File: src/lbsp_pkg.sv
// Shared types and constants of the line bar steering controller.
// Used by every other file of the block but lbsp_stream_if; depends on nothing.
package lbsp_pkg;

  localparam int SENSOR_COUNT = 6;
  localparam int SUM_W        = 19;  // signed sum of up to six 17 bit weights
  localparam int PROD_W       = 33;  // 17 x 16 signed product
  localparam int ACC_W        = 36;  // pid plus speed never leaves 35 bits
  localparam int DIV_W        = 32;
  localparam int DIV_CNT_W    = $clog2(DIV_W + 1);
  localparam int STEP_W       = 5;
  localparam int CFG_ADDR_W   = 5;

  typedef logic [STEP_W-1:0] step_t;

  typedef enum logic [3:0] {
    OP_NOP,
    OP_LOAD,
    OP_TIME,
    OP_SUM,
    OP_DIV_POS,
    OP_POS,
    OP_MUL_P,
    OP_ACC_P,
    OP_MUL_I,
    OP_INT,
    OP_ACC_I,
    OP_MUL_D,
    OP_DIV_D,
    OP_ACC_D,
    OP_OUT
  } op_t;

  typedef enum logic [2:0] {
    COND_NEXT,
    COND_ALWAYS,
    COND_NO_ITEM,
    COND_SKIP,
    COND_DIV_BUSY,
    COND_OUT_FULL
  } cond_t;

  typedef struct packed {
    op_t   op;
    cond_t cond;
    step_t target;
  } ucode_t;

  typedef struct packed {
    logic item;
    logic skip;
    logic div_busy;
    logic out_full;
  } dp_status_t;

  typedef enum logic [2:0] {
    REG_GAIN_P,
    REG_GAIN_I,
    REG_GAIN_D,
    REG_LOOP_PERIOD_MS,
    REG_DARK_THRESHOLD,
    REG_WEIGHT_INNER,
    REG_WEIGHT_MIDDLE,
    REG_WEIGHT_OUTER
  } reg_idx_t;

  typedef struct packed {
    logic signed [15:0] gain_p;
    logic signed [15:0] gain_i;
    logic signed [15:0] gain_d;
    logic        [15:0] loop_period_ms;
    logic        [11:0] dark_threshold;
    logic signed [15:0] weight_inner;
    logic signed [15:0] weight_middle;
    logic signed [15:0] weight_outer;
  } cfg_t;

  localparam cfg_t CFG_RESET = '{
    gain_p:         16'sd0,
    gain_i:         16'sd0,
    gain_d:         16'sd0,
    loop_period_ms: 16'd10,
    dark_threshold: 12'd2048,
    weight_inner:   16'sd1024,
    weight_middle:  16'sd3072,
    weight_outer:   16'sd5120
  };

  typedef struct packed {
    logic        [31:0] now_ms;
    logic        [11:0] sample_left_outer;
    logic        [11:0] sample_left_middle;
    logic        [11:0] sample_left_inner;
    logic        [11:0] sample_right_inner;
    logic        [11:0] sample_right_middle;
    logic        [11:0] sample_right_outer;
    logic signed [31:0] speed_setpoint;
  } meas_t;

  typedef struct packed {
    logic signed [31:0] left_wheel_target;
    logic signed [31:0] right_wheel_target;
    logic signed [15:0] line_position;
  } cmd_t;

endpackage

File: src/lbsp_stream_if.sv
// Valid/ready channel used for the measurement and command items.
// The payload type is supplied by the instantiating scope; no dependencies.
interface lbsp_stream_if #(parameter type payload_t = logic) ();
  logic     valid;
  logic     ready;
  payload_t payload;

  modport source (output valid, output payload, input ready);
  modport sink (input valid, input payload, output ready);
endinterface

File: src/lbsp_div.sv
// Bit-serial restoring divider, one quotient bit per cycle, unsigned operands.
// Depends on lbsp_pkg.
module lbsp_div (
  input  logic                           clk,
  input  logic                           rst,
  input  logic                           start,
  input  logic [lbsp_pkg::DIV_CNT_W-1:0] iters,
  input  logic [lbsp_pkg::DIV_W-1:0]     dividend,
  input  logic [lbsp_pkg::DIV_W-1:0]     divisor,
  output logic                           busy,
  output logic [lbsp_pkg::DIV_W-1:0]     quotient
);
  import lbsp_pkg::*;

  logic [DIV_W-1:0]     rem;
  logic [DIV_W-1:0]     quo;
  logic [DIV_W-1:0]     dsr;
  logic [DIV_CNT_W-1:0] cnt;
  logic [DIV_W:0]       shifted;
  logic [DIV_W:0]       trial;

  assign shifted  = {rem, quo[DIV_W-1]};
  assign trial    = shifted - {1'b0, dsr};
  assign busy     = (cnt != '0);
  assign quotient = quo;

  always_ff @(posedge clk) begin
    if (rst) begin
      cnt <= '0;
    end else if (start) begin
      cnt <= iters;
    end else if (busy) begin
      cnt <= cnt - 1'b1;
    end
  end

  // dividend is left-aligned, so a short run leaves the quotient in the low bits
  always_ff @(posedge clk) begin
    if (start) begin
      rem <= '0;
      quo <= dividend;
      dsr <= divisor;
    end else if (busy) begin
      quo <= {quo[DIV_W-2:0], ~trial[DIV_W]};
      rem <= trial[DIV_W] ? shifted[DIV_W-1:0] : trial[DIV_W-1:0];
    end
  end
endmodule

File: src/lbsp_seq.sv
// Microcode sequencer: program ROM, step counter and jump logic.
// Depends on lbsp_pkg; drives the datapath opcode from the current step.
module lbsp_seq (
  input  logic                   clk,
  input  logic                   rst,
  input  lbsp_pkg::dp_status_t   status,
  output lbsp_pkg::op_t          op
);
  import lbsp_pkg::*;

  localparam step_t S_IDLE     = 5'd0;
  localparam step_t S_POS_WAIT = 5'd4;
  localparam step_t S_D_WAIT   = 5'd13;
  localparam step_t S_OUT_WAIT = 5'd15;

  step_t  step;
  ucode_t uc;
  logic   take;

  always_comb begin
    case (step)
      5'd0:    uc = '{OP_LOAD,    COND_NO_ITEM,  S_IDLE};
      5'd1:    uc = '{OP_TIME,    COND_SKIP,     S_IDLE};
      5'd2:    uc = '{OP_SUM,     COND_NEXT,     S_IDLE};
      5'd3:    uc = '{OP_DIV_POS, COND_NEXT,     S_IDLE};
      5'd4:    uc = '{OP_NOP,     COND_DIV_BUSY, S_POS_WAIT};
      5'd5:    uc = '{OP_POS,     COND_NEXT,     S_IDLE};
      5'd6:    uc = '{OP_MUL_P,   COND_NEXT,     S_IDLE};
      5'd7:    uc = '{OP_ACC_P,   COND_NEXT,     S_IDLE};
      5'd8:    uc = '{OP_MUL_I,   COND_NEXT,     S_IDLE};
      5'd9:    uc = '{OP_INT,     COND_NEXT,     S_IDLE};
      5'd10:   uc = '{OP_ACC_I,   COND_NEXT,     S_IDLE};
      5'd11:   uc = '{OP_MUL_D,   COND_NEXT,     S_IDLE};
      5'd12:   uc = '{OP_DIV_D,   COND_NEXT,     S_IDLE};
      5'd13:   uc = '{OP_NOP,     COND_DIV_BUSY, S_D_WAIT};
      5'd14:   uc = '{OP_ACC_D,   COND_NEXT,     S_IDLE};
      5'd15:   uc = '{OP_NOP,     COND_OUT_FULL, S_OUT_WAIT};
      5'd16:   uc = '{OP_OUT,     COND_ALWAYS,   S_IDLE};
      default: uc = '{OP_NOP,     COND_ALWAYS,   S_IDLE};
    endcase
  end

  always_comb begin
    case (uc.cond)
      COND_NEXT:     take = 1'b0;
      COND_ALWAYS:   take = 1'b1;
      COND_NO_ITEM:  take = ~status.item;
      COND_SKIP:     take = status.skip;
      COND_DIV_BUSY: take = status.div_busy;
      COND_OUT_FULL: take = status.out_full;
      default:       take = 1'b0;
    endcase
  end

  always_ff @(posedge clk) begin
    if (rst) begin
      step <= S_IDLE;
    end else begin
      step <= take ? uc.target : step + 1'b1;
    end
  end

  assign op = uc.op;
endmodule

File: src/lbsp_datapath.sv
// Datapath: item latch, sensor sum, shared multiplier, divider, accumulator,
// controller state and the output register. Depends on lbsp_pkg, lbsp_stream_if, lbsp_div.
module lbsp_datapath (
  input  logic                 clk,
  input  logic                 rst,
  input  lbsp_pkg::op_t        op,
  input  lbsp_pkg::cfg_t       cfg,
  lbsp_stream_if.sink          meas,
  lbsp_stream_if.source        cmd,
  output lbsp_pkg::dp_status_t status
);
  import lbsp_pkg::*;

  meas_t                    meas_hold;
  logic [31:0]              last_update_time;
  logic [31:0]              dt;
  logic signed [15:0]       held_position;
  logic signed [15:0]       previous_error;
  logic signed [31:0]       integral_sum;
  logic signed [SUM_W-1:0]  pos_sum;
  logic [2:0]               pos_count;
  logic signed [PROD_W-1:0] prod;
  logic signed [ACC_W-1:0]  acc;
  logic                     div_neg;
  cmd_t                     cmd_data;
  logic                     cmd_valid;

  logic [31:0]              dt_now;
  logic [11:0]              samples [SENSOR_COUNT];
  logic signed [SUM_W-1:0]  weights [SENSOR_COUNT];
  logic signed [SUM_W-1:0]  sum_w;
  logic [2:0]               cnt_w;
  logic [SUM_W-1:0]         pos_mag;
  logic signed [16:0]       mul_a;
  logic signed [15:0]       mul_b;
  logic signed [PROD_W-1:0] prod_w;
  logic [PROD_W-1:0]        prod_mag;
  logic signed [ACC_W-1:0]  prod_q;
  logic signed [ACC_W-1:0]  quo_ext;
  logic signed [ACC_W-1:0]  quo_s;
  logic signed [15:0]       pos_sat;
  logic signed [ACC_W-1:0]  speed_ext;

  logic                     div_start;
  logic [DIV_CNT_W-1:0]     div_iters;
  logic [DIV_W-1:0]         div_dividend;
  logic [DIV_W-1:0]         div_divisor;
  logic                     div_busy;
  logic [DIV_W-1:0]         quo;

  function automatic logic signed [31:0] sat32(input logic signed [ACC_W-1:0] v);
    logic [ACC_W-32:0] upper;
    upper = v[ACC_W-1:31];
    if (upper == '0 || upper == '1) begin
      sat32 = v[31:0];
    end else if (v[ACC_W-1]) begin
      sat32 = 32'sh8000_0000;
    end else begin
      sat32 = 32'sh7FFF_FFFF;
    end
  endfunction

  assign meas.ready  = (op == OP_LOAD);
  assign cmd.valid   = cmd_valid;
  assign cmd.payload = cmd_data;

  // elapsed time wraps modulo 2^32
  assign dt_now = meas_hold.now_ms - last_update_time;

  always_comb begin
    status.item     = meas.valid & meas.ready;
    status.skip     = dt_now < {16'd0, cfg.loop_period_ms};
    status.div_busy = div_busy;
    status.out_full = cmd_valid;
  end

  assign samples[0] = meas_hold.sample_left_outer;
  assign samples[1] = meas_hold.sample_left_middle;
  assign samples[2] = meas_hold.sample_left_inner;
  assign samples[3] = meas_hold.sample_right_inner;
  assign samples[4] = meas_hold.sample_right_middle;
  assign samples[5] = meas_hold.sample_right_outer;

  assign weights[0] = SUM_W'(cfg.weight_outer);
  assign weights[1] = SUM_W'(cfg.weight_middle);
  assign weights[2] = SUM_W'(cfg.weight_inner);
  assign weights[3] = -SUM_W'(cfg.weight_inner);
  assign weights[4] = -SUM_W'(cfg.weight_middle);
  assign weights[5] = -SUM_W'(cfg.weight_outer);

  always_comb begin
    sum_w = '0;
    cnt_w = '0;
    for (int i = 0; i < SENSOR_COUNT; i++) begin
      if (samples[i] < cfg.dark_threshold) begin
        sum_w = sum_w + weights[i];
        cnt_w = cnt_w + 3'd1;
      end
    end
  end

  always_comb begin
    case (op)
      OP_MUL_I: begin
        mul_a = 17'(held_position);
        mul_b = cfg.gain_i;
      end
      OP_MUL_D: begin
        mul_a = 17'(held_position) - 17'(previous_error);
        mul_b = cfg.gain_d;
      end
      default: begin
        mul_a = 17'(held_position);
        mul_b = cfg.gain_p;
      end
    endcase
  end

  assign prod_w    = PROD_W'(mul_a) * PROD_W'(mul_b);
  assign prod_q    = ACC_W'(prod >>> 4);  // floor division by 16
  assign prod_mag  = prod[PROD_W-1] ? -prod : prod;
  assign pos_mag   = pos_sum[SUM_W-1] ? SUM_W'(-pos_sum) : pos_sum;
  assign quo_ext   = $signed({{(ACC_W-DIV_W){1'b0}}, quo});
  assign quo_s     = div_neg ? -quo_ext : quo_ext;
  assign speed_ext = ACC_W'(meas_hold.speed_setpoint);

  // signed mean, truncated toward zero and clipped to Q4.12
  always_comb begin
    if (!div_neg) begin
      pos_sat = (quo > 32'd32767) ? 16'sh7FFF : quo[15:0];
    end else begin
      pos_sat = (quo > 32'd32768) ? 16'sh8000 : 16'(~quo[15:0] + 16'd1);
    end
  end

  always_comb begin
    div_start    = 1'b0;
    div_iters    = DIV_CNT_W'(DIV_W);
    div_dividend = prod_mag[DIV_W-1:0];
    div_divisor  = (dt == '0) ? 32'd1 : dt;
    case (op)
      OP_DIV_POS: begin
        div_start    = 1'b1;
        div_iters    = DIV_CNT_W'(SUM_W);
        div_dividend = {pos_mag, {(DIV_W-SUM_W){1'b0}}};
        div_divisor  = 32'(pos_count);
      end
      OP_DIV_D: begin
        div_start = 1'b1;
      end
      default: begin
        div_start = 1'b0;
      end
    endcase
  end

  lbsp_div u_div (
    .clk      (clk),
    .rst      (rst),
    .start    (div_start),
    .iters    (div_iters),
    .dividend (div_dividend),
    .divisor  (div_divisor),
    .busy     (div_busy),
    .quotient (quo)
  );

  // controller state and output handshake
  always_ff @(posedge clk) begin
    if (rst) begin
      last_update_time <= '0;
      held_position    <= '0;
      previous_error   <= '0;
      integral_sum     <= '0;
      cmd_valid        <= 1'b0;
    end else begin
      if (cmd_valid && cmd.ready) begin
        cmd_valid <= 1'b0;
      end
      case (op)
        OP_SUM:   last_update_time <= meas_hold.now_ms;
        OP_POS: begin
          if (pos_count != '0) begin
            held_position <= pos_sat;
          end
        end
        OP_INT:   integral_sum <= sat32(ACC_W'(integral_sum) + prod_q);
        OP_MUL_D: previous_error <= held_position;
        OP_OUT:   cmd_valid <= 1'b1;
        default: begin
        end
      endcase
    end
  end

  // working registers
  always_ff @(posedge clk) begin
    case (op)
      OP_LOAD: begin
        if (meas.valid) begin
          meas_hold <= meas.payload;
        end
      end
      OP_TIME:    dt <= dt_now;
      OP_SUM: begin
        pos_sum   <= sum_w;
        pos_count <= cnt_w;
      end
      OP_DIV_POS: div_neg <= pos_sum[SUM_W-1];
      OP_MUL_P:   prod <= prod_w;
      OP_ACC_P:   acc <= prod_q;
      OP_MUL_I:   prod <= prod_w;
      OP_ACC_I:   acc <= acc + ACC_W'(integral_sum);
      OP_MUL_D:   prod <= prod_w;
      OP_DIV_D:   div_neg <= prod[PROD_W-1];
      OP_ACC_D:   acc <= acc + (quo_s >>> 4);
      OP_OUT: begin
        cmd_data.left_wheel_target  <= sat32(speed_ext + acc);
        cmd_data.right_wheel_target <= sat32(speed_ext - acc);
        cmd_data.line_position      <= held_position;
      end
      default: begin
      end
    endcase
  end
endmodule

File: src/line_bar_steering_pid.sv
// Line bar steering controller: six line sensors in, PID wheel targets out.
// An accepted item whose elapsed time reaches loop_period_ms runs the PID
// update before the next item is taken, mostly in the bit-serial divider
// (19 quotient bits for the mean position, 32 for the derivative over the
// elapsed ms); an item with no update passes only the load and time steps.
// The finished command sits in an output register, so the next item is
// taken while it waits. Registers are written over APB at byte address 4*index.
// Depends on lbsp_pkg, lbsp_stream_if, lbsp_seq, lbsp_datapath, lbsp_div.
module line_bar_steering_pid (
  input  logic                            clk,
  input  logic                            rst,
  input  logic                            psel,
  input  logic                            penable,
  input  logic                            pwrite,
  input  logic [lbsp_pkg::CFG_ADDR_W-1:0] paddr,
  input  logic [31:0]                     pwdata,
  output logic [31:0]                     prdata,
  output logic                            pready,
  lbsp_stream_if.sink                     meas,
  lbsp_stream_if.source                   cmd
);
  import lbsp_pkg::*;

  cfg_t       cfg;
  reg_idx_t   reg_idx;
  logic       cfg_write;
  op_t        op;
  dp_status_t status;

  assign pready    = 1'b1;
  assign reg_idx   = reg_idx_t'(paddr[CFG_ADDR_W-1:2]);
  assign cfg_write = psel & penable & pwrite & pready;

  always_ff @(posedge clk) begin
    if (rst) begin
      cfg <= CFG_RESET;
    end else if (cfg_write) begin
      case (reg_idx)
        REG_GAIN_P:         cfg.gain_p         <= pwdata[15:0];
        REG_GAIN_I:         cfg.gain_i         <= pwdata[15:0];
        REG_GAIN_D:         cfg.gain_d         <= pwdata[15:0];
        REG_LOOP_PERIOD_MS: cfg.loop_period_ms <= pwdata[15:0];
        REG_DARK_THRESHOLD: cfg.dark_threshold <= pwdata[11:0];
        REG_WEIGHT_INNER:   cfg.weight_inner   <= pwdata[15:0];
        REG_WEIGHT_MIDDLE:  cfg.weight_middle  <= pwdata[15:0];
        REG_WEIGHT_OUTER:   cfg.weight_outer   <= pwdata[15:0];
        default: begin
        end
      endcase
    end
  end

  always_comb begin
    case (reg_idx)
      REG_GAIN_P:         prdata = {16'd0, cfg.gain_p};
      REG_GAIN_I:         prdata = {16'd0, cfg.gain_i};
      REG_GAIN_D:         prdata = {16'd0, cfg.gain_d};
      REG_LOOP_PERIOD_MS: prdata = {16'd0, cfg.loop_period_ms};
      REG_DARK_THRESHOLD: prdata = {20'd0, cfg.dark_threshold};
      REG_WEIGHT_INNER:   prdata = {16'd0, cfg.weight_inner};
      REG_WEIGHT_MIDDLE:  prdata = {16'd0, cfg.weight_middle};
      REG_WEIGHT_OUTER:   prdata = {16'd0, cfg.weight_outer};
      default:            prdata = '0;
    endcase
  end

  lbsp_seq u_seq (
    .clk    (clk),
    .rst    (rst),
    .status (status),
    .op     (op)
  );

  lbsp_datapath u_datapath (
    .clk    (clk),
    .rst    (rst),
    .op     (op),
    .cfg    (cfg),
    .meas   (meas),
    .cmd    (cmd),
    .status (status)
  );
endmodule
File: src/flat_wrapper.sv
// flat-port wrapper written by rule: the top's interface ports become plain ports
module line_bar_steering_pid_flat import lbsp_pkg::*;
  (clk, rst, psel, penable, pwrite, paddr, pwdata, prdata, pready, meas_valid, meas_payload, meas_ready, cmd_valid, cmd_payload, cmd_ready);
  lbsp_stream_if meas_i ();
  lbsp_stream_if cmd_i ();
  input  logic clk;
  input  logic rst;
  input  logic psel;
  input  logic penable;
  input  logic pwrite;
  input  logic [lbsp_pkg::CFG_ADDR_W-1:0] paddr;
  input  logic [31:0] pwdata;
  output logic [31:0] prdata;
  output logic pready;
  input wire logic [$bits(meas_i.valid)-1:0] meas_valid;
  input wire logic [$bits(meas_i.payload)-1:0] meas_payload;
  output wire logic [$bits(meas_i.ready)-1:0] meas_ready;
  output wire logic [$bits(cmd_i.valid)-1:0] cmd_valid;
  output wire logic [$bits(cmd_i.payload)-1:0] cmd_payload;
  input wire logic [$bits(cmd_i.ready)-1:0] cmd_ready;
  assign meas_i.valid = meas_valid;
  assign meas_i.payload = meas_payload;
  assign meas_ready = meas_i.ready;
  assign cmd_valid = cmd_i.valid;
  assign cmd_payload = cmd_i.payload;
  assign cmd_i.ready = cmd_ready;
  line_bar_steering_pid u_core (.clk(clk), .rst(rst), .psel(psel), .penable(penable), .pwrite(pwrite), .paddr(paddr), .pwdata(pwdata), .prdata(prdata), .pready(pready), .meas(meas_i), .cmd(cmd_i));
endmodule
File: config.mk
export PLATFORM = sky130hd
export DESIGN_NAME = line_bar_steering_pid_flat
export DESIGN_NICKNAME = d
export VERILOG_FILES = /design/src/lbsp_pkg.sv /design/src/lbsp_stream_if.sv /design/src/lbsp_div.sv /design/src/lbsp_seq.sv /design/src/lbsp_datapath.sv /design/src/line_bar_steering_pid.sv /design/src/flat_wrapper.sv
export SDC_FILE = /design/constraint.sdc
export NUM_CORES = 2
export LEC_CHECK = 0
export BUFFER_PORTS_ARGS = -buffer_cell sky130_fd_sc_hd__buf_2
export CELL_PAD_IN_SITES_DETAIL_PLACEMENT = 1
export CELL_PAD_IN_SITES_GLOBAL_PLACEMENT = 1
export CORE_UTILIZATION = 49
export CTS_CLUSTER_SIZE = 10
export DETAILED_ROUTE_END_ITERATION = 7
export PLACE_DENSITY_LB_ADDON = 0.1
export SLEW_MARGIN = 20
export SYNTH_ARGS = -nofsm -noshare
export SYNTH_HDL_FRONTEND = slang
export SYNTH_SLANG_ARGS = --single-unit
export TNS_END_PERCENT = 1
File: constraint.sdc
create_clock -name clk -period 12 [get_ports clk]
set_input_delay 2.4 -clock clk [delete_from_list [all_inputs] [get_ports clk]]
set_output_delay 2.4 -clock clk [all_outputs]
set_load 0.05 [all_outputs]
==> parameters.txt <==
Parameter                              Value

GRT
  Pin count of the biggest net entering global routing    just over 90
  Wire length of the first global-routing pass    around 160000 µm
  Vias in the first global route    approximately 28000
  Overflow left after global routing    0
  Initial antenna violation count    2
  Global routing usage summed across all routing layers    about a third

STA
  Total setup violations reported at the end of the flow    0
  Final-report hold violation count    0
  Setup slack of the critical path after layout    about 1200 ps
  Share of the clock period used by the worst path after layout    between 80% and 90%
  Timing-limited maximum frequency    between 90 and 100 MHz
  Max-slew headroom at the worst pin    between 10% and 20%
  Setup TNS Final    0 ps
  Final critical delay including setup and external delays    ~11000 ps
  Unrepaired setup endpoints after global routing    no
  Number of pins with negative max-slew slack in the final report    0
  Worst Tran Pin Value    1170 ps
  Layout Skew    ~31 ps

Placement
  Setup slack after placement    approximately 1400 ps
  Routability Congestion    just under 1
  Total half-perimeter wirelength after legalization and detailed placement    roughly 80000 µm
  # port buffers    between 40 and 50

Cells and area
  Most common cell after layout, fill and taps aside    nand2_1
  Share of layout cells above drive strength 1    under 10%
  Commonest non-fill, non-tap cells in the layout    610 x nand2_1, 393 x inv_1, 338 x nor2_1
  Total number of nets in the final design    slightly above 4000
  Synthesis-to-layout area growth    7.17%

Worst setup path
  Critical-path top delay cell    nor4_1
  Maximum single-stage delay on the critical path    roughly 720 ps
  Crit Path Class    reg2reg
  Register-to-Register Path Depth    between 40 and 50
  Highest fanout seen on the critical path    27
  Setup crit start kind    flip-flop
  Critical path capture point type    flip-flop
  CP most frequent cell    ha_1
  Arr. time, crit path    around 11000 ps
  Worst EP required    around 12000 ps

Synth
  Share of synthesized area occupied by flip-flops and latches    between 20% and 30%
  Number of enable-type register cells in the synthesized netlist    slightly below 90
  Ys Warns    0
  Area of the mapped netlist    ~30000 µm²
  Asr flop ratio synth    0%
  Post-synth cell types    88
  Post-synthesis register bit count    298
  Mean area per synthesized cell    8.19 µm²
  Ys flop type    dfxtp_1
  Cell count after synthesis    roughly 3600

Floorplan
  Die height    249 µm
  I/O Pins    81
  Total core area    around 60000 µm²
  Initial standard-cell utilization of the core    about 50%
  Chip width    roughly 250 µm
  FP Rows    90
  Die Outline Area    61800 µm²

Worst hold path
  Worst Hold Path Cells    2
  Hold Path Class    reg2reg

Power and ir drop
  Total power per unit cell area    around 120 nW/µm²
  Pleak    around 13 nW
  Total power draw    roughly 3.7 mW
  Worst voltage drop across the vdd grid    0.0896 mV

Detailed routing
  Ratio of routed vias to standard cells    approximately 6.0
  Routed wire length    103000 µm
  Number of nets with antenna violations after detailed routing    0
  Average wire per cell in the routed design    23.4 µm
  Total number of vias    between 20000 and 30000
  DRT Pass-1 Iters    5
  DRC violation total after the first TritonRoute iteration    between 1500 and 2000
  Drt drc    0

Clock network
  Clock tree root buffer cell    clkbuf_16
  Clock slew at the register clock pins of the worst setup and hold paths    about 50 ps
  Clock Sink Count    between 200 and 300
  Count of buffers added by post-CTS timing repair for setup    0
  Clock buffer depth    3
  Post-cts resize count    0
  TritonCTS clock tree    done
  H-tree lvl count    2
  Clk Latency, worst-skew pair    ~600 ps
  Hold Buf Count CTS    0
  Number of buffers added by the clock tree synthesis step    39

Run status
  Status    finished clean

Job
  Maximum Capacitance Violations    0
==> final timing paths <==
| path | start | end | slack, ps |
|---|---|---|---|
| worst max-delay path | u_core.cfg[50] | u_core.u_datapath.pos_sum[18] | 1220 |
| worst min-delay path | u_core.u_datapath.previous_error[10] | u_core.u_datapath.previous_error[10] | 460 |
| worst max register to register | u_core.cfg[50] | u_core.u_datapath.pos_sum[18] | 1220 |
| worst min register to register | u_core.u_datapath.previous_error[10] | u_core.u_datapath.previous_error[10] | 460 |
==> kinds of logic after synthesis <==
group	share of synthesized area, %
AND/OR/NAND/NOR	18.9
AO/OA/AOI/OAI	15.9
buffers and inverters	7.60
adder cells (fa/ha/maj)	27.3
flip-flops	23.0
XOR/XNOR	5.63
multiplexers	1.54
other	0.0252
==> worst max-delay path: cells and delay by family (launching register included) <==
| family | cells | cell delay (ps) |
|---|---|---|
| AO/OA/AOI/OAI | 12 | 2730 |
| multiplexers | 1 | 300 |
| XOR/XNOR | 5 | 980 |
| flip-flops | 1 | 330 |
| AND/OR/NAND/NOR | 17 | 3600 |
| buffers and inverters | 2 | 310 |
| adder cells (fa/ha/maj) | 7 | 2280 |
==> per-layer routing <==
metal	vias to the layer above	global-route usage, %	part of all wire (%)
met2	802	53.9	47
met5	-	0	0
met1	13400	44.8	43
met4	0	11.5	3.8
li1	12100	-	-
met3	209	4.88	6.2
==> synth_stat cells, drive strengths merged, types with 10 or more instances <==
cell,n,area (µm²)
nor3b,10,75.1
o22ai,11,68.8
edfxtp,89,2670
a31oi,20,125
o2111ai,10,87.6
nand2b,33,206
o31ai,26,209
a211oi,35,263
o21bai,11,82.6
nand4,12,75.1
o21ai,172,861
a221oi,23,201
a21oi,264,1330
xor2,76,666
nor4,22,144
fa,282,5650
a21boi,10,75.1
a22oi,11,82.6
and3,19,119
or4,16,128
o211ai,23,173
a21o,28,210
nand3,41,205
nand2,611,2290
buf,31,181
mux2i,30,300
inv,393,1480
dfxtp,209,4180
and2,37,231
ha,199,2490
or3,31,199
nor2,341,1280
xnor2,113,990
nor2b,32,200
clkbuf,156,599
nor3,59,295
o21a,18,135
a311oi,13,114
a221o,12,120
or2,13,81.3
a32oi,11,96.3
==> registers in the layout (all words and copies together) (netlist names), 9 cells and up <==
signal                            count
u_core.cfg                          124
u_core.u_datapath.prod               33
u_core.u_datapath.u_div.quotient     32
u_core.u_datapath.u_div.rem          32
u_core.u_datapath.pos_sum            19
u_core.u_datapath.held_position      16
u_core.u_datapath.previous_error     16
u_core.u_seq.uc                       9
==> area by class of cell <==
cell class	instances	area [µm²]
Clock inverter	10	158
Tap cell	782	978
Fill cell	7233	28300
Timing Repair Buffer	87	558
Multi-Input combinational cell	2771	20800
Inverter	395	1480
Sequential cell	298	6860
Antenna cell	1	2.50
Clock buffer	57	1090
==> power breakdown <==
part,switching (mW),internal (mW),total (mW)
combinational,0.701,0.442,1.14
sequential,0.159,1.24,1.40
clock,0.491,0.683,1.17
==> through the flow <==
step	area, µm²	hold WS [ps]	instances	util, %
after floorplan	29800	436	3651	-
after global placement	30600	442	4332	50.8
after detailed placement	30600	450	4332	50.8
after CTS	31900	457	4399	52.9
after global routing	31900	482	4400	53.0
final	31900	456	4401	53.0
Note: power is estimated with default switching activity, not from simulation.
